### config.mk
export PLATFORM = sky130hd
export DESIGN_NAME = name_set_table
export DESIGN_NICKNAME = d
export VERILOG_FILES = /design/src/rtl/nst_pkg.sv /design/src/rtl/name_set_table.sv
export SDC_FILE = /design/constraint.sdc
export NUM_CORES = 1
export LEC_CHECK = 0
export BUFFER_PORTS_ARGS = -buffer_cell sky130_fd_sc_hd__buf_2
export CELL_PAD_IN_SITES_DETAIL_PLACEMENT = 1
export CELL_PAD_IN_SITES_GLOBAL_PLACEMENT = 1
export CORE_MARGIN = 2
export CORE_UTILIZATION = 40
export DETAILED_ROUTE_END_ITERATION = 8
export PLACE_DENSITY = 0.61
export SLEW_MARGIN = 5
export SYNTH_ARGS = -nofsm -noshare
export SYNTH_HDL_FRONTEND = slang
export SYNTH_SLANG_ARGS = --single-unit
### constraint.sdc
create_clock -name clock -period 8.49 [get_ports clock]
set_clock_uncertainty 0.15 [all_clocks]
set_input_delay 1.2735 -clock clock [delete_from_list [all_inputs] [get_ports clock]]
set_output_delay 1.2735 -clock clock [all_outputs]
set_load 0.03 [all_outputs]
### src/rtl/nst_pkg.sv
// nst_pkg: types and codes shared by the name set table.
// Holds the request and response payload structs, the operation and status
// codes and the sequencer state type. Depends on nothing.
package nst_pkg;

   // Default table depth
   localparam int MAX_ENTRIES_DEFAULT = 16;

   // Key width: eight zero-padded bytes
   localparam int KEY_W = 64;

   typedef enum logic [1:0] {
      OP_CREATE = 2'd0,
      OP_DELETE = 2'd1,
      OP_LIST   = 2'd2
   } op_type;

   typedef enum logic [2:0] {
      STATUS_ADDED     = 3'd0,
      STATUS_DUPLICATE = 3'd1,
      STATUS_FULL      = 3'd2,
      STATUS_DELETED   = 3'd3,
      STATUS_NOT_FOUND = 3'd4,
      STATUS_EMPTY     = 3'd5,
      STATUS_LISTED    = 3'd6
   } status_type;

   typedef enum logic [2:0] {
      S_IDLE,
      S_SCAN,
      S_MOVE_RD,
      S_MOVE_WR,
      S_REPLY,
      S_LIST_RD,
      S_LIST_OUT
   } state_type;

   typedef struct packed {
      logic [1:0]       operation;
      logic [KEY_W-1:0] file_key;
   } req_type;

   typedef struct packed {
      logic [2:0]       status;
      logic [KEY_W-1:0] entry_key;
      logic             last_result;
   } rsp_type;

endpackage

### src/rtl/name_set_table.sv
// name_set_table: bounded set of unique 64-bit names with a count.
// Uses nst_pkg for payload structs, codes and the sequencer state type.
// Entries live in a single-port-write, registered-read array in this module.
//
//   channel   ports                          direction  payload
//   request   req_valid req_stall req_data   in         operation, file_key
//   response  rsp_valid rsp_stall rsp_data   out        status, entry_key, last_result
//
// Steps: create scans the entries and then replies; delete scans, then reads the last
// entry and writes it into the freed slot, then replies. One 64-bit comparator walks
// the entries behind the registered read port. List reads each entry, then sends it.
// Reset clears the sequencer, the count and the response valid; the entry array
// is not cleared since only entries below the count are read.
// req_stall is high while a request is in progress; rsp_stall holds the response.
module name_set_table #(
   parameter int MAX_ENTRIES = nst_pkg::MAX_ENTRIES_DEFAULT
) (
   input  logic             clock,
   input  logic             reset,
   input  logic             req_valid,
   output logic             req_stall,
   input  nst_pkg::req_type req_data,
   output logic             rsp_valid,
   input  logic             rsp_stall,
   output nst_pkg::rsp_type rsp_data
);

   localparam int CNT_W = $clog2(MAX_ENTRIES + 1);
   localparam int IDX_W = (MAX_ENTRIES > 1) ? $clog2(MAX_ENTRIES) : 1;

   nst_pkg::state_type state_ff, state_in;
   logic [CNT_W-1:0]   count_ff, count_in;
   logic [CNT_W-1:0]   idx_ff, idx_in;
   logic               pend_ff, pend_in;
   logic [IDX_W-1:0]   pend_idx_ff, pend_idx_in;
   logic [IDX_W-1:0]   slot_ff, slot_in;
   logic [nst_pkg::KEY_W-1:0] key_ff, key_in;
   logic [1:0]         op_ff, op_in;
   logic [2:0]         reply_ff, reply_in;
   logic [nst_pkg::KEY_W-1:0] rd_data_ff;
   logic               rsp_valid_ff, rsp_valid_in;
   nst_pkg::rsp_type   rsp_data_ff, rsp_data_in;

   logic [nst_pkg::KEY_W-1:0] mem [MAX_ENTRIES];
   logic [IDX_W-1:0]   rd_addr;
   logic               wr_en;
   logic [IDX_W-1:0]   wr_addr;
   logic [nst_pkg::KEY_W-1:0] wr_data;
   logic               rsp_load;
   nst_pkg::rsp_type   rsp_next;

   logic accept;
   logic out_free;
   logic hit;
   logic miss_done;
   logic is_full;
   logic list_last;

   assign accept    = req_valid && !req_stall;
   assign out_free  = !rsp_valid_ff || !rsp_stall;
   assign is_full   = (count_ff == CNT_W'(MAX_ENTRIES));
   assign list_last = ((idx_ff + CNT_W'(1)) == count_ff);

   // Shared comparator: check the entry read in the previous scan cycle
   assign hit       = (state_ff == nst_pkg::S_SCAN) && pend_ff && (rd_data_ff == key_ff);
   assign miss_done = (state_ff == nst_pkg::S_SCAN) && (idx_ff >= count_ff) && !hit;

   assign req_stall = (state_ff != nst_pkg::S_IDLE);
   assign rsp_valid = rsp_valid_ff;
   assign rsp_data  = rsp_data_ff;

   // Next state
   always_comb begin
      state_in = state_ff;
      unique case (state_ff)
         nst_pkg::S_IDLE: begin
            if (accept) begin
               priority if (req_data.operation == nst_pkg::OP_CREATE ||
                            req_data.operation == nst_pkg::OP_DELETE) begin
                  state_in = nst_pkg::S_SCAN;
               end else if (req_data.operation == nst_pkg::OP_LIST) begin
                  state_in = (count_ff == '0) ? nst_pkg::S_REPLY : nst_pkg::S_LIST_RD;
               end else begin
                  state_in = nst_pkg::S_IDLE;
               end
            end
         end
         nst_pkg::S_SCAN: begin
            if (hit && op_ff == nst_pkg::OP_DELETE) begin
               state_in = nst_pkg::S_MOVE_RD;
            end else if (hit || miss_done) begin
               state_in = nst_pkg::S_REPLY;
            end
         end
         nst_pkg::S_MOVE_RD:  state_in = nst_pkg::S_MOVE_WR;
         nst_pkg::S_MOVE_WR:  state_in = nst_pkg::S_REPLY;
         nst_pkg::S_REPLY: begin
            if (out_free) state_in = nst_pkg::S_IDLE;
         end
         nst_pkg::S_LIST_RD:  state_in = nst_pkg::S_LIST_OUT;
         nst_pkg::S_LIST_OUT: begin
            if (out_free) begin
               state_in = list_last ? nst_pkg::S_IDLE : nst_pkg::S_LIST_RD;
            end
         end
         default:             state_in = nst_pkg::S_IDLE;
      endcase
   end

   // Datapath control per state
   always_comb begin
      count_in    = count_ff;
      idx_in      = idx_ff;
      pend_in     = 1'b0;
      pend_idx_in = pend_idx_ff;
      slot_in     = slot_ff;
      key_in      = key_ff;
      op_in       = op_ff;
      reply_in    = reply_ff;
      rd_addr     = '0;
      wr_en       = 1'b0;
      wr_addr     = '0;
      wr_data     = key_ff;
      rsp_load    = 1'b0;
      rsp_next    = '0;
      unique case (state_ff)
         nst_pkg::S_IDLE: begin
            // Capture the request and restart the walk
            if (accept) begin
               key_in   = req_data.file_key;
               op_in    = req_data.operation;
               idx_in   = '0;
               reply_in = nst_pkg::STATUS_EMPTY;
            end
         end
         nst_pkg::S_SCAN: begin
            // Issue the next read while comparing the previous one
            if (idx_ff < count_ff) begin
               rd_addr     = idx_ff[IDX_W-1:0];
               pend_in     = 1'b1;
               pend_idx_in = idx_ff[IDX_W-1:0];
               idx_in      = idx_ff + CNT_W'(1);
            end
            if (hit) begin
               slot_in  = pend_idx_ff;
               reply_in = (op_ff == nst_pkg::OP_CREATE) ? nst_pkg::STATUS_DUPLICATE
                                                        : nst_pkg::STATUS_DELETED;
            end else if (miss_done) begin
               if (op_ff == nst_pkg::OP_DELETE) begin
                  reply_in = nst_pkg::STATUS_NOT_FOUND;
               end else if (is_full) begin
                  reply_in = nst_pkg::STATUS_FULL;
               end else begin
                  // Append at the tail
                  wr_en    = 1'b1;
                  wr_addr  = count_ff[IDX_W-1:0];
                  wr_data  = key_ff;
                  count_in = count_ff + CNT_W'(1);
                  reply_in = nst_pkg::STATUS_ADDED;
               end
            end
         end
         nst_pkg::S_MOVE_RD: begin
            // Fetch the last entry
            rd_addr = IDX_W'(count_ff - CNT_W'(1));
         end
         nst_pkg::S_MOVE_WR: begin
            // Move the last entry into the freed slot
            wr_en    = 1'b1;
            wr_addr  = slot_ff;
            wr_data  = rd_data_ff;
            count_in = count_ff - CNT_W'(1);
         end
         nst_pkg::S_REPLY: begin
            if (out_free) begin
               rsp_load             = 1'b1;
               rsp_next.status      = reply_ff;
               rsp_next.entry_key   = '0;
               rsp_next.last_result = 1'b1;
            end
         end
         nst_pkg::S_LIST_RD: begin
            rd_addr = idx_ff[IDX_W-1:0];
         end
         nst_pkg::S_LIST_OUT: begin
            // Hold the read address so the entry stays on the read port
            rd_addr = idx_ff[IDX_W-1:0];
            if (out_free) begin
               rsp_load             = 1'b1;
               rsp_next.status      = nst_pkg::STATUS_LISTED;
               rsp_next.entry_key   = rd_data_ff;
               rsp_next.last_result = list_last;
               idx_in               = idx_ff + CNT_W'(1);
            end
         end
         default: begin
            rsp_load = 1'b0;
         end
      endcase
   end

   // Response register
   always_comb begin
      rsp_valid_in = rsp_valid_ff;
      rsp_data_in  = rsp_data_ff;
      if (rsp_load) begin
         rsp_valid_in = 1'b1;
         rsp_data_in  = rsp_next;
      end else if (!rsp_stall) begin
         rsp_valid_in = 1'b0;
      end
   end

   // Control registers
   always_ff @(posedge clock) begin
      if (reset) begin
         state_ff     <= nst_pkg::S_IDLE;
         count_ff     <= '0;
         pend_ff      <= 1'b0;
         rsp_valid_ff <= 1'b0;
      end else begin
         state_ff     <= state_in;
         count_ff     <= count_in;
         pend_ff      <= pend_in;
         rsp_valid_ff <= rsp_valid_in;
      end
   end

   // Payload registers
   always_ff @(posedge clock) begin
      idx_ff      <= idx_in;
      pend_idx_ff <= pend_idx_in;
      slot_ff     <= slot_in;
      key_ff      <= key_in;
      op_ff       <= op_in;
      reply_ff    <= reply_in;
      rsp_data_ff <= rsp_data_in;
   end

   // Entry array: one write port, one registered read port
   always_ff @(posedge clock) begin
      if (wr_en) begin
         mem[wr_addr] <= wr_data;
      end
      rd_data_ff <= mem[rd_addr];
   end

   // Count stays within the table depth
   a_count_bound: assert property (@(posedge clock) disable iff (reset)
      count_ff <= CNT_W'(MAX_ENTRIES))
      else $error("entry count beyond table depth");

   // Count moves by at most one per cycle
   a_count_step: assert property (@(posedge clock) disable iff (reset)
      ##1 (count_ff == $past(count_ff) ||
           count_ff == $past(count_ff) + CNT_W'(1) ||
           count_ff == $past(count_ff) - CNT_W'(1)))
      else $error("entry count jumped");

   // Only listed entries carry a key
   a_key_zero: assert property (@(posedge clock) disable iff (reset)
      (rsp_valid && rsp_data.status != nst_pkg::STATUS_LISTED) |-> (rsp_data.entry_key == '0))
      else $error("key on a non-list response");

   // A request without a list always ends in a single final response
   a_last_flag: assert property (@(posedge clock) disable iff (reset)
      (rsp_valid && !rsp_data.last_result) |-> (rsp_data.status == nst_pkg::STATUS_LISTED))
      else $error("non-final flag on a single response");

endmodule

==> metrics, run 1 <==
crit end category flip-flop; Post-CTS Hold Fix Bufs 0; Core Region 121000 um^2; setup TNS 0 ns; area occupied by multi-input gates 11200 um^2; synthesis-stage register bit count 1248; hold crit path type flip-flop to flip-flop; Lkg Pwr 19.0 nW; ys async rst share 0%; number of synthesized flops with an enable pin 1174; initial DRC count 2684; Post-CTS Setup Bufs 0; R2R Setup Slk 2.81 ns; hold depth 0; drt first pass iters 5; crit path DAT 5.91 ns; pre-CTS setup slack 2.33 ns; first-pass GRT wire length 208000 um; total power 14.8 mW; Slowest-stage cell, CP nor2_4; power density cells 266 nW/um^2; # diodes 0; Crit path largest cell delay 1.03 ns; Rows 128; Netlist cell types 61; commonest non-fill, non-tap cells in the layout edfxtp_1, nand2_1, a21oi_1; Slew @ Worst Pin 1.35 ns; # DRC 0; H-tree depth 4; most common cell after layout, fill and taps aside edfxtp_1; Final GP Congestion 0.815; Slew Viols, Final 0; largest net degree at the start of global routing 162; Max Fclk 0.176 GHz; run status completed; Synth Flop Type edfxtp_1; TritonCTS sink count 1248; clk slew on worst S/H paths 0.06 ns; Reg area 36700 um^2; reg2reg path depth 10; Finish-stage setup viols 0; yosys synthesis warning count 0; syn_area_per_cell 14.9 um^2; total congestion overflow 0; initial antenna violation count 9; Layout Nets 3487; post-layout min period 5.68 ns; worst setup path class flip-flop to flip-flop; critical path peak fanout 36; PortBufs 139; Hold Vio Cnt, Final 0; synthesized instance count 3277; vias in the first global route 30142; die span in y 353 um; antenna viol nets, final 0; initial core utilization 40.2%; CP most frequent cell nand4_1; worst-skew pair later-pin latency 0.76 ns; CTS max path bufs 3; # Max-Cap Violations 0; # fillers 11943; Root Buffer clkbuf_16; routed via count 29208; die area 125000 um^2; Die Wd 353 um; sequential cell area fraction in the yosys report 75.4%; num ports 140; startpoint types flip-flop; Num CTS Buffers 135; hpwl dp 83100 um; Rel. slew slack 9.93%; WL/cell 27.8 um; RSZ-0062 raised after global routing no; GRT Total Usage 22.8%; Mapped Area 48700 um^2; crit-path cells xnor2_1, nand4_1, nor4_1, nand4_1, nor4_4, buf_6, o31a_1, o21ai_1, nor2_4, buf_4; DRT Wirelength 143000 um; CTS tree yes; Syn Nets 3356; share of layout cells above drive strength 1 16.0%; Cells after DPL 4895; Req. time, crit path 8.72 ns; drt via density 5.68; peak supply drop 0.000209 V; Non-Filler Instances 5144; P&R area growth vs syn 14.3%; PostCTS Resize Cnt 0; final period utilization 66.9%; min setup slack post-route 2.81 ns
path summary, 6_finish.rpt:
path / start / to
worst max register to register: key_ff[50]$_DFFE_PP_ / mem[1][57]$_DFFE_PP_
worst min-delay path: pend_idx_ff[2]$_DFFE_PP_ / slot_ff[2]$_DFFE_PP_
worst max-delay path: key_ff[50]$_DFFE_PP_ / mem[1][57]$_DFFE_PP_
worst min register to register: pend_idx_ff[2]$_DFFE_PP_ / slot_ff[2]$_DFFE_PP_
area by class of cell:
cell class                 instances  share of cell area (%)
sequential                      1248                    66.0
multi-input combinational       1803                    20.1
clock buffer                     191                    6.88
tap                             1625                    3.65
timing repair buffer             201                    2.23
clock inverter                    57                   0.980
inverter                          19                   0.137
Yosys cell counts (7+ instances only):
library cell,count,area share [%]
nor2b_1,9,0.12
nand2_1,701,5.4
xor2_1,29,0.52
nand2b_1,16,0.21
inv_1,19,0.15
a221oi_1,63,1.1
edfxtp_1,1174,72
a32oi_1,127,2.3
and3_1,67,0.86
nor2_1,41,0.32
nand3_1,9,0.092
o21ai_0,142,1.5
nor4_1,14,0.18
buf_2,50,0.51
xnor2_1,33,0.59
nor3_1,7,0.072
o22ai_1,66,0.85
buf_4,17,0.26
nand4_1,10,0.13
clkbuf_1,125,0.96
buf_1,15,0.12
mux2i_1,134,2.8
a21oi_1,144,1.5
dfxtp_1,74,3.0
ha_1,9,0.23
mux2_2,128,3.0
worst max-delay path: cells and delay by family (launching register included):
kind | cells | cell delay, ns
xor gates and xnor gates | 1 | 0.37
and+or+nand+nor | 5 | 2.90
AOI/OAI and AO/OA | 2 | 0.41
DFF | 1 | 0.41
buffers and inverters | 2 | 1.02
cells by family after synthesis:
logic type,count (synthesis),share of synthesized area [%]
AO/OA/AOI/OAI,579,7.86
flip-flops,1248,75.4
XOR/XNOR,62,1.11
adder cells (fa/ha/maj),9,0.231
AND/OR/NAND/NOR,891,7.66
buffers and inverters,226,2.00
multiplexers,262,5.71
power breakdown:
part           internal (mW)  switching (mW)
logic                  0.489            1.20
clock network           3.40            2.41
registers               7.10           0.189
through the flow:
step,util (%),hold WS (ns),instance area [um^2]
2_1_floorplan,-,0.250,48700
3_3_place_gp,42.3,0.253,51300
3_5_place_dp,42.3,0.264,51300
4_1_cts,45.9,0.274,55700
5_1_grt,45.9,0.288,55700
6_report,45.9,0.270,55700
state kept, by name, summed over array words and instances, names as in the netlist:
signal	flops
pend_idx_ff	4
key_ff	64
state_ff	3
mem	1024
op_ff	2
reply_ff	3
count_ff	5
idx_ff	5
rsp_valid	1
pend_ff	1
rsp_data	68
rd_data_ff	64
slot_ff	4
layer usage:
layer  track usage (%)  vias up  share of wire [%]
li1                  -    12732                  -
met1              32.4    15298                 45
met2              36.3      984                 47
met3              4.03      192                6.7
met4              6.10        2                2.1
met5                 0        -             0.0091
(Power assumes the default switching activity.)
==> run 2: changes to the inputs <==
--- a/config.mk
+++ b/config.mk
@@ -5,6 +5,7 @@
 export SDC_FILE = /design/constraint.sdc
 export NUM_CORES = 1
 export LEC_CHECK = 0
+export ABC_AREA = 1
 export BUFFER_PORTS_ARGS = -buffer_cell sky130_fd_sc_hd__buf_2
 export CELL_PAD_IN_SITES_DETAIL_PLACEMENT = 1
 export CELL_PAD_IN_SITES_GLOBAL_PLACEMENT = 1
==> constraint.sdc (replaced) <==
create_clock -name clock -period 5.8 [get_ports clock]
set_clock_uncertainty 0.15 [all_clocks]
set_input_delay 0.87 -clock clock [delete_from_list [all_inputs] [get_ports clock]]
set_output_delay 0.87 -clock clock [all_outputs]
set_load 0.03 [all_outputs]
==> metrics, run 2 <==
run status completed; critical path peak fanout 17 (-53%); Num CTS Buffers 141 (+4.4%); num ports 140 (unchanged); vias in the first global route 36272 (+20%); Rows 132 (+3.1%); Synth Flop Type edfxtp_1; pre-CTS setup slack 1.35 ns (-0.979 ns); initial core utilization 40.3% (+0.11 points); WL/cell 26.0 um (-6.4%); CTS max path bufs 3 (unchanged); min setup slack post-route 1.39 ns (-1.42 ns); DRT Wirelength 171000 um (+20%); synth top area cells edfxtp_1, nand2_1, nand3_1; switch share 32.8% (+7.1 points); Layout Nets 4808 (+38%); most common cell after layout, fill and taps aside nand2_1; commonest non-fill, non-tap cells in the layout nand2_1, edfxtp_1, nand3_1; first-pass GRT wire length 251000 um (+20%); most frequent cells after synthesis nand2_1, edfxtp_1, nand3_1, inv_1, buf_2; # Max-Cap Violations 0 (unchanged); share of layout cells above drive strength 1 11.3% (-4.7 points); CTS tree yes; final period utilization 76.1% (+9.2 points); total congestion overflow 0 (unchanged); RSZ-0062 raised after global routing no; post-layout min period 4.41 ns (-1.27 ns); drt first pass iters 5 (unchanged); crit path DAT 4.71 ns (-1.20 ns); sequential cell area fraction in the yosys report 70.5% (-4.9 points); Comb pwr share 24.1% (+13 points); Largest register FFs 1024 (unchanged); synthesis-stage register bit count 1248 (unchanged); die area 133000 um^2 (+6.9%); drt via density 5.45 (-4.0%); sequential share of power 42.8% (-6.5 points); Lkg Pwr 22.8 nW (+20%); ys async rst share 0% (unchanged); hold crit path type input pin to flip-flop; yosys synthesis warning count 0 (unchanged); Mapped Area 52100 um^2 (+7.0%); hpwl dp 98000 um (+18%); peak supply drop 0.000340 V (+63%); syn_area_per_cell 11.3 um^2 (-24%); Final GP Congestion 0.856 (+5.0%); Syn Nets 4674 (+39%); Slew Viols, Final 0 (unchanged); Util after Layout 46.3% (+0.33 points); # DRC 0 (unchanged); setup TNS 0 ns (unchanged); Rel. slew slack 8.00% (-1.9 points); number of synthesized flops with an enable pin 1174 (unchanged); # fillers 13701 (+15%); P_sw 8.76 mW (+130%); cell accounting for the most synthesized area edfxtp_1; PortBufs 139 (unchanged); Core Region 129000 um^2 (+6.7%); Post-CTS Setup Bufs 0 (unchanged); Die Wd 365 um (+3.4%); final instance area 59800 um^2 (+7.4%); routed via count 35886 (+23%); Hold Vio Cnt, Final 0 (unchanged); Req. time, crit path 6.10 ns (-2.62 ns); Post-CTS Hold Fix Bufs 0 (unchanged); Reg with most FFs mem; initial antenna violation count 8 (-1); crit end category flip-flop; startpoint types flip-flop; instance area after placement 55300 um^2 (+7.8%); Max Fclk 0.227 GHz (+29%); synthesized instance count 4595 (+40%); largest net degree at the start of global routing 183 (+13%); P_int 17.9 mW (+63%); PostCTS Resize Cnt 0 (unchanged); Synth top area share 67.7% (-4.7 points); worst setup path class flip-flop to flip-flop; Netlist cell types 38 (-38%); TritonCTS sink count 1248 (unchanged); initial DRC count 3225 (+20%); GRT Total Usage 25.9% (+3.1 points); die span in y 365 um (+3.4%); H-tree depth 4 (unchanged); power density cells 446 nW/um^2 (+68%); Clock power frac 33.1% (-6.2 points); Root Buffer clkbuf_16; worst-skew pair later-pin latency 0.78 ns (+0.02 ns); clk slew on worst S/H paths 0.06 ns (about the same); most numerous cell in the Yosys netlist nand2_1; P&R area growth vs syn 14.8%; Slew @ Worst Pin 1.37 ns (+0.0198 ns); antenna viol nets, final 0 (unchanged); Finish-stage setup viols 0 (unchanged)
## run 2: per-layer routing
layer	vias up	part of all wire, %	global-route usage, %	routed length [um]
met4	0	2.2	6.85	3820
met1	18450	45	36.9	77000
met5	-	0	0	0
met2	1067	46	40.9	79300
li1	16159	-	-	-
met3	210	6.7	4.71	11400
## run 2: final timing paths
| path | start | endpoint | slack (ns) | cells after the start |
|---|---|---|---|---|
| worst max-delay path | key_ff[32]$_DFFE_PP_ | mem[14][35]$_DFFE_PP_ | 1.39 | 12 |
| worst min-delay path | req_data[46] | key_ff[46]$_DFFE_PP_ | 0.12 | 1 |
| worst max register to register | key_ff[32]$_DFFE_PP_ | mem[14][35]$_DFFE_PP_ | 1.39 | 12 |
| worst min register to register | pend_idx_ff[3]$_DFFE_PP_ | slot_ff[3]$_DFFE_PP_ | 0.27 | 0 |
## run 2: per-stage QoR
step | hold slack (ns) | total power [mW] | instances
floorplan | 0.250 | 15.4 | 4595
global placement | 0.254 | 17.9 | 6328
detailed placement | 0.256 | 18.0 | 6328
CTS | 0.0600 | 26.9 | 6582
global route | 0.0904 | 27.9 | 6582
finish | 0.120 | 26.7 | 6584
## run 2: cell type report
type	count	area, um^2	share of cell area (%)
Sequential cell	1248	36700	61.4
Antenna cell	2	5.00	0.00837
Timing Repair Buffer	259	2030	3.40
Inverter	370	1400	2.34
Tap cell	1742	2180	3.64
Clock inverter	56	568	0.950
Clock buffer	198	3940	6.59
Multi-Input combinational cell	2709	13000	21.7
## run 2: kinds of logic (layout without fill, tap and decap cells)
family                     count (synthesis)  in the layout  share of synthesized area (%)
buffers and inverters                    638            883                           5.00
and+or+nand+nor                         2187           2187                           17.9
adders and majority gates                  9              9                          0.216
other                                      0              2                              0
AOI/OAI and AO/OA                        490            490                           6.03
xor gates and xnor gates                  23             23                          0.387
DFF                                     1248           1248                           70.5
## run 2: worst max-delay path, cell delays in order (launching register included)
cell      delay (ns)
edfxtp_1        0.41
xnor2_1         0.61
nand3b_1        0.15
nor2_1          0.13
nand2_1         0.06
nor2_1          0.22
nand3_1         0.41
nand4_1         0.19
nand2_1         0.10
inv_1           0.09
nand2_1         0.24
nor2_4          0.94
buf_4           0.38
## run 2: power by group through the flow
stage          logic [mW]  clock network [mW]  registers (mW)
3_3_place_gp         6.37                   0            11.6
4_1_cts              6.47                8.99            11.4
3_5_place_dp         6.44                   0            11.6
6_report             6.45                8.84            11.4
5_1_grt              7.04                9.33            11.5
2_1_floorplan        3.71                   0            11.6
